$ cat src/sv/b64d_pkg.sv
package b64d_pkg;

  localparam int SEXTET_W  = 6;
  localparam int BYTE_W    = 8;
  localparam int LEN_OUT_W = 24;
  localparam int GROUP_N   = 3;

  localparam logic [1:0] STOP_NONE    = 2'd0;
  localparam logic [1:0] STOP_PAD     = 2'd1;
  localparam logic [1:0] STOP_INVALID = 2'd2;

  localparam logic [7:0] CHAR_PAD   = 8'h3d;
  localparam logic [7:0] CHAR_PLUS  = 8'h2b;
  localparam logic [7:0] CHAR_SLASH = 8'h2f;

  typedef struct packed {
    logic                valid;
    logic [SEXTET_W-1:0] value;
  } sextet_t;

  // Op for the back end: up to three bytes, closing info on last.
  typedef struct packed {
    logic [GROUP_N-1:0][BYTE_W-1:0] data;
    logic [1:0]                     nb;
    logic                           last;
    logic [1:0]                     reason;
    logic [LEN_OUT_W-1:0]           length;
  } op_t;

  function automatic sextet_t sextet_lookup(input logic [7:0] ch);
    sextet_t s;
    s.valid = 1'b1;
    s.value = '0;
    if (ch >= 8'h41 && ch <= 8'h5a) begin
      s.value = SEXTET_W'(ch - 8'h41);
    end else if (ch >= 8'h61 && ch <= 8'h7a) begin
      s.value = SEXTET_W'(ch - 8'h61 + 8'd26);
    end else if (ch >= 8'h30 && ch <= 8'h39) begin
      s.value = SEXTET_W'(ch - 8'h30 + 8'd52);
    end else if (ch == CHAR_PLUS) begin
      s.value = SEXTET_W'(62);
    end else if (ch == CHAR_SLASH) begin
      s.value = SEXTET_W'(63);
    end else begin
      s.valid = 1'b0;
    end
    return s;
  endfunction

endpackage

$ cat src/sv/b64d_front.sv
module b64d_front import b64d_pkg::*; #(
  parameter int LENGTH_BITS = 24
) (
  input  logic                 clk,
  input  logic                 rst,
  input  logic                 push,
  output logic                 full,
  input  logic [7:0]           char_in,
  input  logic                 end_of_message,
  output op_t                  op,
  output logic                 op_push,
  input  logic                 op_full
);

  localparam int EXT_W = (LENGTH_BITS > LEN_OUT_W) ? LENGTH_BITS : LEN_OUT_W;

  logic [SEXTET_W-1:0]    group [GROUP_N];
  logic [SEXTET_W-1:0]    group_next [GROUP_N];
  logic [1:0]             fill, fill_next;
  logic [1:0]             cause, cause_next;
  logic [LENGTH_BITS-1:0] total, total_next;
  logic [LENGTH_BITS:0]   total_sum;
  logic [EXT_W-1:0]       total_ext;
  logic [1:0]             nb;
  logic                   accept;
  logic                   group_done;
  sextet_t                sx;

  assign full   = op_full;
  assign accept = push && !full;
  assign sx     = sextet_lookup(char_in);

  always_comb begin
    group_next = group;
    fill_next  = fill;
    cause_next = cause;
    group_done = 1'b0;
    if (cause == STOP_NONE) begin
      if (!sx.valid) begin
        cause_next = (char_in == CHAR_PAD) ? STOP_PAD : STOP_INVALID;
      end else begin
        unique case (fill)
          2'd0: begin
            group_next[0] = sx.value;
            fill_next     = 2'd1;
          end
          2'd1: begin
            group_next[1] = sx.value;
            fill_next     = 2'd2;
          end
          2'd2: begin
            group_next[2] = sx.value;
            fill_next     = 2'd3;
          end
          default: begin
            group_done = 1'b1;
            fill_next  = 2'd0;
          end
        endcase
      end
    end

    if (group_done) begin
      nb = 2'd3;
    end else if (end_of_message && fill_next[1]) begin
      nb = fill_next - 2'd1;
    end else begin
      nb = 2'd0;
    end

    total_sum = {1'b0, total} + (LENGTH_BITS + 1)'(nb);
    if (total_sum[LENGTH_BITS]) begin
      total_next = '1;
    end else begin
      total_next = total_sum[LENGTH_BITS-1:0];
    end
    total_ext = EXT_W'(total_next);

    op.data[0] = {group_next[0], group_next[1][5:4]};
    op.data[1] = {group_next[1][3:0], group_next[2][5:2]};
    op.data[2] = {group_next[2][1:0], sx.value};
    op.nb      = nb;
    op.last    = end_of_message;
    op.reason  = cause_next;
    op.length  = total_ext[LEN_OUT_W-1:0];
  end

  assign op_push = accept && (nb != 2'd0 || end_of_message);

  always_ff @(posedge clk) begin
    if (rst) begin
      for (int i = 0; i < GROUP_N; i++) group[i] <= '0;
      fill  <= '0;
      cause <= STOP_NONE;
      total <= '0;
    end else if (accept) begin
      if (end_of_message) begin
        // close the message: back to the idle state
        for (int i = 0; i < GROUP_N; i++) group[i] <= '0;
        fill  <= '0;
        cause <= STOP_NONE;
        total <= '0;
      end else begin
        group <= group_next;
        fill  <= fill_next;
        cause <= cause_next;
        total <= total_next;
      end
    end
  end

endmodule

$ cat src/sv/b64d_queue.sv
module b64d_queue import b64d_pkg::*; #(
  parameter int DEPTH = 4
) (
  input  logic clk,
  input  logic rst,
  input  logic push,
  input  op_t  push_data,
  output logic full,
  input  logic pop,
  output op_t  head,
  output logic empty
);

  localparam int PTR_W = (DEPTH > 1) ? $clog2(DEPTH) : 1;
  localparam int CNT_W = $clog2(DEPTH + 1);

  op_t              entries [DEPTH];
  logic [PTR_W-1:0] wr_ptr, rd_ptr;
  logic [CNT_W-1:0] count;
  logic             do_push, do_pop;

  assign full    = (count == CNT_W'(DEPTH));
  assign empty   = (count == '0);
  assign do_push = push && !full;
  assign do_pop  = pop && !empty;
  assign head    = entries[rd_ptr];

  always_ff @(posedge clk) begin
    if (do_push) entries[wr_ptr] <= push_data;
  end

  always_ff @(posedge clk) begin
    if (rst) begin
      wr_ptr <= '0;
      rd_ptr <= '0;
      count  <= '0;
    end else begin
      if (do_push) begin
        wr_ptr <= (wr_ptr == PTR_W'(DEPTH - 1)) ? '0 : wr_ptr + 1'b1;
      end
      if (do_pop) begin
        rd_ptr <= (rd_ptr == PTR_W'(DEPTH - 1)) ? '0 : rd_ptr + 1'b1;
      end
      if (do_push && !do_pop) begin
        count <= count + 1'b1;
      end else if (do_pop && !do_push) begin
        count <= count - 1'b1;
      end
    end
  end

endmodule

$ cat src/sv/b64d_back.sv
module b64d_back import b64d_pkg::*; (
  input  logic                 clk,
  input  logic                 rst,
  input  op_t                  op,
  input  logic                 op_valid,
  output logic                 op_pop,
  output logic                 empty,
  input  logic                 pop,
  output logic [BYTE_W-1:0]    data_byte,
  output logic                 byte_present,
  output logic                 last,
  output logic [1:0]           stop_reason,
  output logic [LEN_OUT_W-1:0] decoded_length
);

  logic                 out_valid;
  logic [1:0]           k;
  logic                 load;
  logic                 head_done;
  logic                 present_c;
  logic                 last_c;
  logic [BYTE_W-1:0]    byte_c;

  assign empty     = !out_valid;
  assign load      = op_valid && (!out_valid || pop);
  assign head_done = (op.nb == 2'd0) || (k == op.nb - 2'd1);
  assign op_pop    = load && head_done;

  always_comb begin
    present_c = (op.nb != 2'd0);
    last_c    = op.last && head_done;
    byte_c    = '0;
    if (present_c) begin
      unique case (k)
        2'd0:    byte_c = op.data[0];
        2'd1:    byte_c = op.data[1];
        default: byte_c = op.data[2];
      endcase
    end
  end

  always_ff @(posedge clk) begin
    if (rst) begin
      out_valid <= 1'b0;
      k         <= '0;
    end else begin
      if (load) begin
        out_valid <= 1'b1;
        // advance through the bytes of the head op, drop it after the last one
        k <= head_done ? 2'd0 : k + 2'd1;
      end else if (pop) begin
        out_valid <= 1'b0;
      end
    end
  end

  always_ff @(posedge clk) begin
    if (load) begin
      data_byte      <= byte_c;
      byte_present   <= present_c;
      last           <= last_c;
      stop_reason    <= last_c ? op.reason : STOP_NONE;
      decoded_length <= last_c ? op.length : '0;
    end
  end

endmodule

$ cat src/sv/base64_stream_decoder.sv
// Path: the op of an accepted character is registered in the op queue, then in the output
// register once the output is free; a group's beats follow one per cycle while pop is held.
// Throughput: one character per cycle in while full is low; one result beat per cycle out
// while pop is held. Four characters of a group give three beats; the back end keeps up.
// A short op queue between front and back end absorbs the burst of a completed group.
// Reset (rst, synchronous): clears the group, byte counter, stop state, queue and output.
module base64_stream_decoder import b64d_pkg::*; #(
  parameter int LENGTH_BITS = 24,
  parameter int QUEUE_DEPTH = 4
) (
  input  logic                 clk,
  input  logic                 rst,
  input  logic                 push,
  output logic                 full,
  input  logic [7:0]           char_in,
  input  logic                 end_of_message,
  output logic                 empty,
  input  logic                 pop,
  output logic [BYTE_W-1:0]    data_byte,
  output logic                 byte_present,
  output logic                 last,
  output logic [1:0]           stop_reason,
  output logic [LEN_OUT_W-1:0] decoded_length
);

  op_t  front_op;
  op_t  head_op;
  logic front_push;
  logic queue_full;
  logic queue_empty;
  logic back_pop;

  b64d_front #(
    .LENGTH_BITS(LENGTH_BITS)
  ) u_front (
    .clk           (clk),
    .rst           (rst),
    .push          (push),
    .full          (full),
    .char_in       (char_in),
    .end_of_message(end_of_message),
    .op            (front_op),
    .op_push       (front_push),
    .op_full       (queue_full)
  );

  b64d_queue #(
    .DEPTH(QUEUE_DEPTH)
  ) u_queue (
    .clk      (clk),
    .rst      (rst),
    .push     (front_push),
    .push_data(front_op),
    .full     (queue_full),
    .pop      (back_pop),
    .head     (head_op),
    .empty    (queue_empty)
  );

  b64d_back u_back (
    .clk           (clk),
    .rst           (rst),
    .op            (head_op),
    .op_valid      (!queue_empty),
    .op_pop        (back_pop),
    .empty         (empty),
    .pop           (pop),
    .data_byte     (data_byte),
    .byte_present  (byte_present),
    .last          (last),
    .stop_reason   (stop_reason),
    .decoded_length(decoded_length)
  );

endmodule
$ cat config.mk
export PLATFORM = sky130hd
export DESIGN_NAME = base64_stream_decoder
export DESIGN_NICKNAME = d
export VERILOG_FILES = /design/src/sv/b64d_pkg.sv /design/src/sv/b64d_front.sv /design/src/sv/b64d_queue.sv /design/src/sv/b64d_back.sv /design/src/sv/base64_stream_decoder.sv
export SDC_FILE = /design/constraint.sdc
export NUM_CORES = 1
export LEC_CHECK = 0
export BUFFER_PORTS_ARGS = -buffer_cell sky130_fd_sc_hd__buf_4
export CAP_MARGIN = 10
export CELL_PAD_IN_SITES_DETAIL_PLACEMENT = 1
export CELL_PAD_IN_SITES_GLOBAL_PLACEMENT = 1
export CORE_ASPECT_RATIO = 2
export CORE_MARGIN = 2
export CORE_UTILIZATION = 35
export DETAILED_ROUTE_END_ITERATION = 6
export PLACE_DENSITY = 0.56
export RECOVER_POWER = 100
export SLEW_MARGIN = 20
export SYNTH_ARGS = -nofsm -noshare
export SYNTH_HDL_FRONTEND = slang
export SYNTH_SLANG_ARGS = --single-unit
$ cat constraint.sdc
create_clock -name clk -period 6.5 [get_ports clk]
set_input_delay 1.3 -clock clk [delete_from_list [all_inputs] [get_ports clk]]
set_output_delay 1.3 -clock clk [all_outputs]
set_load 0.1 [all_outputs]
# After elaboration in Yosys (flattened, before gate mapping)
# Memory sizes are Yosys's and may differ from the RTL's. A register that Yosys moved wholly into a read port is not among the register bits.
# Cells that the tools add are included.
# word_totals
reg_bits	92
latchBits	0
ram_bits	212
rom_bits	0
output_inout_bits	38
memories	1
# op_classes
n_addsub	13
mul	0
div_mod_pow	0
n_lt_le_gt_ge	6
eq_ne	10
shifts	0
muxes	43
n_bitwise	0
n_reduce_logical	31
# memory_table
memory	depth	width	rd	rd_ports_with_merged_regs	wr	line_no	rtl
u_queue.entries	4	53	1	1	1	b64d_queue.sv:17	op_t entries [DEPTH];
# ops
cell	n
2-to-1 mux 18 bit	3
2-to-1 mux 24 bit	2
2-to-1 mux 6 bit	8
2-to-1 mux 2 bit	14
adder 24 x 2 -> 25 bit	1
== test 8 x 6 -> 1 bit (second input constant)	3
greater-or-equal comparator 8 x 7 -> 1 bit (second input constant)	2
less-or-equal comparator 8 x 7 -> 1 bit (second input constant)	2
one-hot mux 8 bit (2 select lines)	1
logical AND 1 bit	13
2-to-1 mux 1 bit	12
subtractor 6 bit (second input constant)	2
greater-or-equal comparator 8 x 6 -> 1 bit (second input constant)	1
less-or-equal comparator 8 x 6 -> 1 bit (second input constant)	1
zero test 2 bit	4
nonzero test 2 bit	4
adder 2 x 1 -> 2 bit (second input constant)	3
adder 6 x 5 -> 6 bit (second input constant)	1
adder 6 bit (second input constant)	1
== test 2 bit (second input constant)	3
2-to-1 mux 3 bit	2
one-hot mux 2 bit (3 select lines)	1
subtractor 6 x 1 -> 6 bit (second input constant)	1
zero test 1 bit	5
other kinds (9)	13

# Depth between registers and ports, before layout
# Gate-level depths: netlist of the first run.
# logic_depth
word_depth	19
ltp_mapped	21

# Modules after synthesis
# Synthesis of the first run repeated with hierarchy kept, for this count alone.
# unflattened
hier_cells	877
hier_area_um2	13349.1
# modules_own_cells
module	instances	cells_per_inst	area_each_um2	seq_area_each_um2
b64d_queue	1	327	8152.8	6546.3
b64d_front	1	428	3530.9	920.9
b64d_back	1	121	1661.6	1141.1
base64_stream_decoder	1	1	3.8	0.0

# Worst setup path after synthesis of the first run
# No wires, ideal clock.
# synth_path
path_type	input -> register
start	in char_in[2]
end	mem u_queue.entries[0][22] in the netlist's numbering, data pin
setup_ns	0.275
t_arrival_ns	4.866
setup_slack_ns	1.359
cell_stages	20
cell_sequence	buf_2 inv_1 ha_1 nand2b_1 a32o_1 a21oi_2 a21boi_2 buf_6 buf_6 o31ai_1 ha_1 fa_1 buf_4 nand4_4 nor4_4 and3_1 buf_6 nand2_1 nor2_1 a21oi_1
# synth_rtl
item	line_no	rtl
from (decl)	base64_stream_decoder.sv:15	input logic [7:0] char_in,
to (decl)	b64d_queue.sv:17	

==> flow_summary.ini, run 1 <==
[status]
outcome = finished, violations left
violations = max-capacitance violations, max-slew violations

[setup_path]
worstPathRequired_ns = 6.86
cp-end-kind = register
crit_arrival_ns = 6.02
cp_slowest_cell = o31ai_1
cp_cell_sequence = clkbuf_1, inv_1, ha_1, nand2b_1, a32o_1, a21oi_1, a21boi_2, o31ai_1, fa_1, nand4_4, nor4_4, and3_1, a41oi_1, a22oi_1, nor2_1
critical_path_class = in -> reg
cp-start-kind = primary input
critPathTopFamily = compound AO/OA/AOI/OAI gates
slowest_delay_ns = 0.74
crit_fanout = 9
path_buf_inv = 2

[logic_synthesis]
synth_nets = 951
synth_edf_count = 248
seq_area_frac_synth_pct = 64.3
netlist_instances = 912
synth_area_per_cell_sq_um = 14.7
synthArstFlopShare_pct = 0
syn_area_sq_mm = 0.0134
yosysUniqueCellTypes = 74
ys.flop_type = edfxtp_1
synth_seq_cells = 306
yosysWarningCount = 0

[final_layout]
final_cell_mix = edfxtp_1 (248), nand2_1 (74), dfxtp_1 (57)
regArea_sq_mm = 0.00861
fillers = 3919
nets = 995
multi_input_area_sq_mm = 0.00432
diodes = 0
mostFrequentLayoutCell = edfxtp_1
fin_area_sq_mm = 0.0148
syn_to_final_growth_pct = 10.7
drive_above_1_share_pct = 13.3

[placed_design]
port_buffers = 50
gp_congestion = 0.834
dpl_cell_area_sq_mm = 0.0142
dp_hpwl_mm = 23.3

[clocking]
clkTransAtPathRegs_ns = 0.06
insertion_delay_ns = 0.57
cts_max_level = 1
cts_repair_resize_count = 0
cts_sinks = 306
cts_setup_buffers = 0
hold_buffers = 0
clock_path_buffers = 3
cts_root_buf = clkbuf_16
numCtsBuffers = 27
cts_tree = done

[power_and_ir_drop]
clkPwrFrac_pct = 27.4
seq_power_share_pct = 41.7
ir_drop_v = 0.000191
p_int_mw = 3.65
power-per-cell-area_mw_per_mm2 = 401
p_comb_share_pct = 31.0
power_switching_mw = 2.29
p_leak_nw = 5.14
netSwitchingFraction_pct = 38.5

[sta]
fmax_mhz = 177
final_hold_viol_count = 0
relSlewSlack_pct = -79.6
fin_tns_setup_ns = 0
maxSlewViolCount = 230
worst_pin_slew_ns = 2.69
fin_crit_sh_pct = 87.1
setup_viol = 0
fin_crit_ns = 5.66
rsz0062_at_grt = no
finClkSkew_ns = 0.0168

[routing]
first_pass_iters = 4
vias_per_cell = 5.40
wl_mm = 33.6
drt-initial-drc-count = 386
vias = 7782
drc_errors = 0
wl_per_cell_microns = 23.3
postRouteAntennaNets = 0

[grt]
first_global_vias = 8424
gr-total-overflow = 0
antenna_found_initial = 0
grt_max_degree = 39
grt_pass1_wl_mm = 51.0
grtUsageTotal_pct = 17.1

[floorplanning]
core_sq_mm = 0.0379
start_util_pct = 35.3
die_x_microns = 142
dieArea_sq_mm = 0.0399
ios = 51
row_count = 101
die_h_microns = 281

[worst_hold_path]
hold_class = reg -> reg

[job]
maxCapViolCount = 8
[flip-flops by register name, summed over array words and instances, names as in the netlist, 3 cells and up, named ones only]
signal and flops:
u_back.decoded_length 24, u_front.group 18, u_queue.entries 212, u_queue.count 3
u_front.total 24, u_back.data_byte 8
[Yosys cell counts, types with 12 or more instances]
library cell	n	area, sq um
a31oi_1	20	125
inv_1	26	97.6
o21ai_0	14	70.1
nor2_1	46	173
clkbuf_1	22	82.6
nand3_1	22	110
a22oi_1	12	90.1
dfxtp_1	58	1160
and3_1	35	219
buf_2	12	60.1
edfxtp_1	248	7450
nand2_1	73	274
a21oi_1	43	215
mux4_2	53	1190
xnor2_1	15	131
nor3_1	17	85.1
xor2_1	13	114
mux2_2	12	135
ha_1	24	300
[tightest hold or removal path, stage by stage (launching register included)]
cell	delay, ns
dfxtp_1	0.31
nand2_1	0.05
a21oi_1	0.05
[cell families after synthesis]
logic type      after synthesis  share of synthesized area [%]
xor+xnor                     28                           1.83
mux                          75                           10.8
buf+inv                      81                           2.84
compound gates              156                           8.22
fa+ha+maj                    26                           2.54
flops                       306                           64.3
simple gates                240                           9.42
[metrics by stage]
stage | worst slack [ns] | util (%) | std cells | total power [mW] | hold WS [ns]
3_3_place_gp | 0.909 | 37.5 | 1390 | 4.49 | 0.435
3_5_place_dp | 0.656 | 37.5 | 1390 | 4.50 | 0.445
5_1_grt | 0.442 | 39.1 | 1440 | 6.20 | 0.470
6_report | 0.840 | 39.1 | 1440 | 5.94 | 0.451
4_1_cts | 1.25 | 39.8 | 1440 | 6.15 | 0.453
2_1_floorplan | 1.36 | - | 912 | 3.97 | 0.428
[routing by layer]
metal / up-vias / share of wire, % / global-route usage [%] / routed length (microns)
met3: 46 / 2.2 / 1.54 / 738
met5: - / 0 / 0 / 0
met4: 0 / 3.6 / 6.83 / 1200
met1: 4005 / 35 / 16.7 / 11700
met2: 119 / 59 / 35.5 / 20000
li1: 3612 / - / - / -
[cell type report]
type | count | area share [%]
Clock inverter | 16 | 1.22
Inverter | 28 | 0.709
Timing Repair Buffer | 68 | 2.18
Tap cell | 463 | 3.91
Clock buffer | 34 | 4.74
Multi-Input combinational cell | 525 | 29.1
Sequential cell | 306 | 58.1
[path summary, 6_finish.rpt]
path	from	end	slack, ns	depth (start not counted)
worst max-delay path	char_in[2]	u_front.total[20]	0.84	15
worst min-delay path	u_front.group[1]	u_front.group[1]	0.45	2
worst max register to register	register	u_back.stop_reason[0]	1.37	3
worst min register to register	u_front.group[1]	u_front.group[1]	0.45	2
[power by group through the flow]
stage	registers [mW]	clock network (mW)	logic [mW]
final	2.48	1.63	1.84
after global routing	2.50	1.75	1.95
after CTS	2.47	1.68	1.99
after detailed placement	2.52	0	1.98
after global placement	2.51	0	1.98
after floorplan	3.27	0	0.707
No activity file was read; power rests on OpenSTA's default activity.
==> inputs of run 2 (changes only) <==
--- a/config.mk
+++ b/config.mk
@@ -13,7 +13,7 @@
 export CORE_MARGIN = 2
 export CORE_UTILIZATION = 35
 export DETAILED_ROUTE_END_ITERATION = 6
-export PLACE_DENSITY = 0.56
+export PLACE_DENSITY = 0.67
 export RECOVER_POWER = 100
 export SLEW_MARGIN = 20
 export SYNTH_ARGS = -nofsm -noshare
==> constraint.sdc (replaced) <==
create_clock -name clk -period 6.5 [get_ports clk]
set_input_delay 1.3 -clock clk [delete_from_list [all_inputs] [get_ports clk]]
set_output_delay 1.3 -clock clk [all_outputs]
set_load 0.01 [all_outputs]
==> flow_summary.ini, run 2 (same netlist as run 1, synthesis figures left out) <==
[clocking]
insertion_delay_ns = 0.54
numCtsBuffers = 27
hold_buffers = 0
clock_path_buffers = 3
cts_sinks = 306
clkTransAtPathRegs_ns = 0.07
cts_setup_buffers = 0
cts_root_buf = clkbuf_16
cts_repair_resize_count = 0
cts_max_level = 1
cts_tree = done

[final_layout]
drive_above_1_share_pct = 13.4
nets = 985
mostFrequentLayoutCell = edfxtp_1
top_register = u_queue.entries
top_regs = u_queue.entries (212), u_back.decoded_length (24), u_front.total (24)
final_cell_mix = edfxtp_1 (248), nand2_1 (74), dfxtp_1 (57)
diodes = 0
fin_area_sq_mm = 0.0149
fin_cells = 1429
largest_register_ffs = 212
fin_util_pct = 39.2
syn_to_final_growth_pct = 10.9

[floorplanning]
row_count = 101
core_sq_mm = 0.0379
dieArea_sq_mm = 0.0399
die_h_microns = 281
die_x_microns = 142
ios = 51
start_util_pct = 35.3

[routing]
wl_per_cell_microns = 21.3
drt-initial-drc-count = 324
wl_mm = 30.5
vias_per_cell = 5.41
drc_errors = 0
first_pass_iters = 4
postRouteAntennaNets = 0
vias = 7729

[placed_design]
gp_congestion = 0.790
dpl_cell_area_sq_mm = 0.0142
dp_slack_ns = 0.683
port_buffers = 50
placed_cells = 1380
dp_hpwl_mm = 19.8

[setup_path]
cp-start-kind = primary input
crit_fanout = 15
cp_cell_sequence = clkbuf_1, inv_1, ha_1, nor2b_1, o21ai_1, a32oi_1, a21boi_2, o21ai_0, o31ai_1, ha_1, fa_1, nand4_4, nor4_4, nand4_2, a21oi_1, nor2_1, a311oi_2
slowest_delay_ns = 0.52
crit_arrival_ns = 6.04
crit_start = char_in[2]
worstPathRequired_ns = 6.95
cp-end-kind = register
critical_path_class = in -> reg
cp_slowest_cell = nor4_4
cpMostUsedCell = ha_1
path_buf_inv = 2
critPathTopFamily = compound AO/OA/AOI/OAI gates

[grt]
met1_usage_pct = 17.4
gr-total-overflow = 0
grt_pass1_wl_mm = 48.3
use_met2_pct = 30.4
first_global_vias = 8543
antenna_found_initial = 0
grtUsageTotal_pct = 15.6
busiest_layer = met2
grt_max_degree = 54
met3_usage_pct = 1.30

[power_and_ir_drop]
p_leak_nw = 5.17
power-per-cell-area_mw_per_mm2 = 351
seq_power_share_pct = 47.6
p_comb_share_pct = 19.6
clkPwrFrac_pct = 32.8
p_int_mw = 3.76
ir_drop_v = 0.000185
p_total_mw = 5.21
netSwitchingFraction_pct = 27.9
power_switching_mw = 1.46

[sta]
relSlewSlack_pct = -91.2
fin_crit_sh_pct = 86.1
finClkSkew_ns = 0.0209
final_hold_viol_count = 0
maxSlewViolCount = 293
setup_viol = 0
rsz0062_at_grt = no
fin_tns_setup_ns = 0
worst_pin_slew_ns = 2.86
hold_slack_ns = 0.458
setup_ws_ns = 0.903
fin_crit_ns = 5.60
fmax_mhz = 179

[worst_hold_path]
hold_class = reg -> reg
min_from = u_front.group[2]

[job]
maxCapViolCount = 7

[status]
violations = max-capacitance violations, max-slew violations
outcome = finished, violations left
-- run 2: cell types whose count changed in the layout (fill, tap and decap cells not counted), sizes merged --
cell	before	now
buf	16	14
bufinv	3	4
clkbuf	86	80
clkinv	10	9
clkinvlp	3	0
-- run 2: layout make-up --
class                           instances  area (sq um)
Fill cell                            3870         23100
Inverter                               28           105
Multi-Input combinational cell        525          4330
Tap cell                              463           579
Clock inverter                         13           191
Timing Repair Buffer                   58           274
Sequential cell                       306          8610
Clock buffer                           36           762
-- run 2: power groups by stage --
stage                     clock network (mW)  registers [mW]  logic (mW)
final                                   1.71            2.48        1.02
after CTS                               1.75            2.48        1.15
after detailed placement                   0            2.53        1.14
after floorplan                            0            2.52       0.676
after global placement                     0            2.52        1.12
after global routing                    1.80            2.51        1.13
-- run 2: final timing paths --
kind              cells after the start  slack (ns)                end
hold / removal                        2        0.46   u_front.group[2]
setup / recovery                     17        0.90  u_front.total[13]
setup reg to reg                     13        1.01   u_queue.count[2]
hold reg to reg                       2        0.46   u_front.group[2]
-- run 2: per-layer routing --
metal  part of all wire, %  vias to the layer above
li1                      -                     3580
met1                    39                     3974
met2                    56                      128
met3                   2.4                       47
met4                   2.6                        0
met5                     0                        -
-- run 2: worst reg2reg max path: cells and delay by family, from the launching register on --
kind            cells  cell delay (ns)
compound gates      2             0.26
simple gates        2             0.51
fa+ha+maj           3             0.98
buf+inv             4             0.53
xor+xnor            1             0.18
flops               1             2.27
mux                 1             0.66
==> inputs of run 3 (changes only) <==
--- a/config.mk
+++ b/config.mk
@@ -13,7 +13,7 @@
 export CORE_MARGIN = 2
 export CORE_UTILIZATION = 35
 export DETAILED_ROUTE_END_ITERATION = 6
-export PLACE_DENSITY = 0.67
+export PLACE_DENSITY = 0.59
 export RECOVER_POWER = 100
 export SLEW_MARGIN = 20
 export SYNTH_ARGS = -nofsm -noshare
==> flow_summary.ini, run 3 (same netlist as run 1, synthesis figures left out) <==
[status]
outcome = finished, violations left
violations = max-capacitance violations, max-slew violations

[sta]
fmax_mhz = 177
rsz0062_at_grt = no
final_hold_viol_count = 0
fin_crit_ns = 5.65
setup_ws_ns = 0.850
worst_pin_slew_ns = 2.93
setup_viol = 0
fin_tns_setup_ns = 0
finClkSkew_ns = 0.0162
maxSlewViolCount = 260
fin_crit_sh_pct = 86.9
relSlewSlack_pct = -95.1

[final_layout]
top_register = u_queue.entries
syn_to_final_growth_pct = 11.4
final_cell_mix = edfxtp_1 (248), nand2_1 (74), dfxtp_1 (57)
nets = 997
largest_register_ffs = 212
diodes = 0
drive_above_1_share_pct = 14.2
top_regs = u_queue.entries (212), u_back.decoded_length (24), u_front.total (24)
mostFrequentLayoutCell = edfxtp_1

[grt]
grtUsageTotal_pct = 16.9
gr-total-overflow = 0
grt_pass1_wl_mm = 50.9
grt_max_degree = 54
antenna_found_initial = 0
first_global_vias = 8500

[routing]
wl_per_cell_microns = 22.9
drt-initial-drc-count = 298
postRouteAntennaNets = 0
drc_errors = 0
wl_mm = 33.1
vias = 7839
vias_per_cell = 5.44
first_pass_iters = 4

[floorplanning]
core_sq_mm = 0.0379
die_h_microns = 281
row_count = 101
ios = 51
die_x_microns = 142
dieArea_sq_mm = 0.0399
start_util_pct = 35.3

[power_and_ir_drop]
p_leak_nw = 5.09
netSwitchingFraction_pct = 28.9
ir_drop_v = 0.000169
p_int_mw = 3.76
clkPwrFrac_pct = 32.8
power_switching_mw = 1.53
p_comb_share_pct = 20.3
seq_power_share_pct = 46.9
power-per-cell-area_mw_per_mm2 = 355

[setup_path]
cp_cell_sequence = buf_4, inv_1, ha_1, nor2b_1, o21ai_0, a32oi_1, a21boi_2, o21ai_0, o31ai_1, ha_1, fa_1, nand4_1, nor4_4, buf_4, and3_1, a41oi_1, a22oi_1, nor2_1
cp-end-kind = register
worstPathRequired_ns = 6.87
slowest_delay_ns = 0.80
cp-start-kind = primary input
critical_path_class = in -> reg
crit_fanout = 9
crit_arrival_ns = 6.02
cp_slowest_cell = o21ai_0

[job]
maxCapViolCount = 8

[clocking]
cts_max_level = 1
hold_buffers = 0
cts_sinks = 306
clkTransAtPathRegs_ns = 0.07
cts_tree = done
cts_setup_buffers = 0
numCtsBuffers = 27
cts_repair_resize_count = 0
clock_path_buffers = 3
insertion_delay_ns = 0.56
cts_root_buf = clkbuf_16

[worst_hold_path]
hold_class = reg -> reg

[placed_design]
dp_slack_ns = 0.607
port_buffers = 50
gp_congestion = 0.846
dp_hpwl_mm = 22.5
## run 3: cell types whose count changed in the layout (fill, tap and decap cells not counted), sizes merged
cell,change
clkbuf,+5
buf,+4
clkinvlp,+2
bufinv,+1
clkinv,+1
## run 3: worst paths after layout
check	from	end	slack, ns	depth (start not counted)
hold reg to reg	u_front.group[10]	u_front.group[10]	0.45	2
setup reg to reg	register	u_back.decoded_length[5]	1.34	3
setup / recovery	char_in[2]	u_front.total[20]	0.85	18
hold / removal	u_front.group[10]	u_front.group[10]	0.45	2
## run 3: through the flow
stage          instance area (sq um)  hold WS [ns]  std cells  utilization (%)  total power, mW
2_1_floorplan                  13400         0.428        912                -             3.20
4_1_cts                        15200         0.454       1442             40.1             5.47
5_1_grt                        14900         0.473       1442             39.3             5.53
3_3_place_gp                   14200         0.437       1392             37.6             3.71
6_report                       14900         0.449       1442             39.3             5.29
3_5_place_dp                   14200         0.444       1392             37.6             3.73
## run 3: power by group through the flow
stage               sequential [mW]  combinational, mW  clock, mW
floorplan                      2.52              0.676          0
global placement               2.52               1.19          0
detailed placement             2.52               1.21          0
CTS                            2.48               1.21       1.78
global route                   2.51               1.19       1.84
finish                         2.48               1.07       1.74
## run 3: per-layer routing
| metal | global-route usage [%] | share of wire [%] |
|---|---|---|
| met5 | 0 | 0 |
| met4 | 6.55 | 3.9 |
| met3 | 1.83 | 2.4 |
| met2 | 34.6 | 59 |
| met1 | 16.8 | 35 |
## run 3: layout make-up
type | count | area (sq um)
Fill cell | 3902 | 23000
Sequential cell | 306 | 8610
Multi-Input combinational cell | 525 | 4320
Clock buffer | 33 | 718
Tap cell | 463 | 579
Timing Repair Buffer | 70 | 350
Clock inverter | 17 | 235
Inverter | 28 | 105
## run 3: worst max-delay path: cells and delay by family
family	cells	cell delay [ns]
AOI/OAI and AO/OA	7	2.27
and+or+nand+nor	5	1.18
adders and majority gates	3	0.81
buffers and inverters	3	0.48
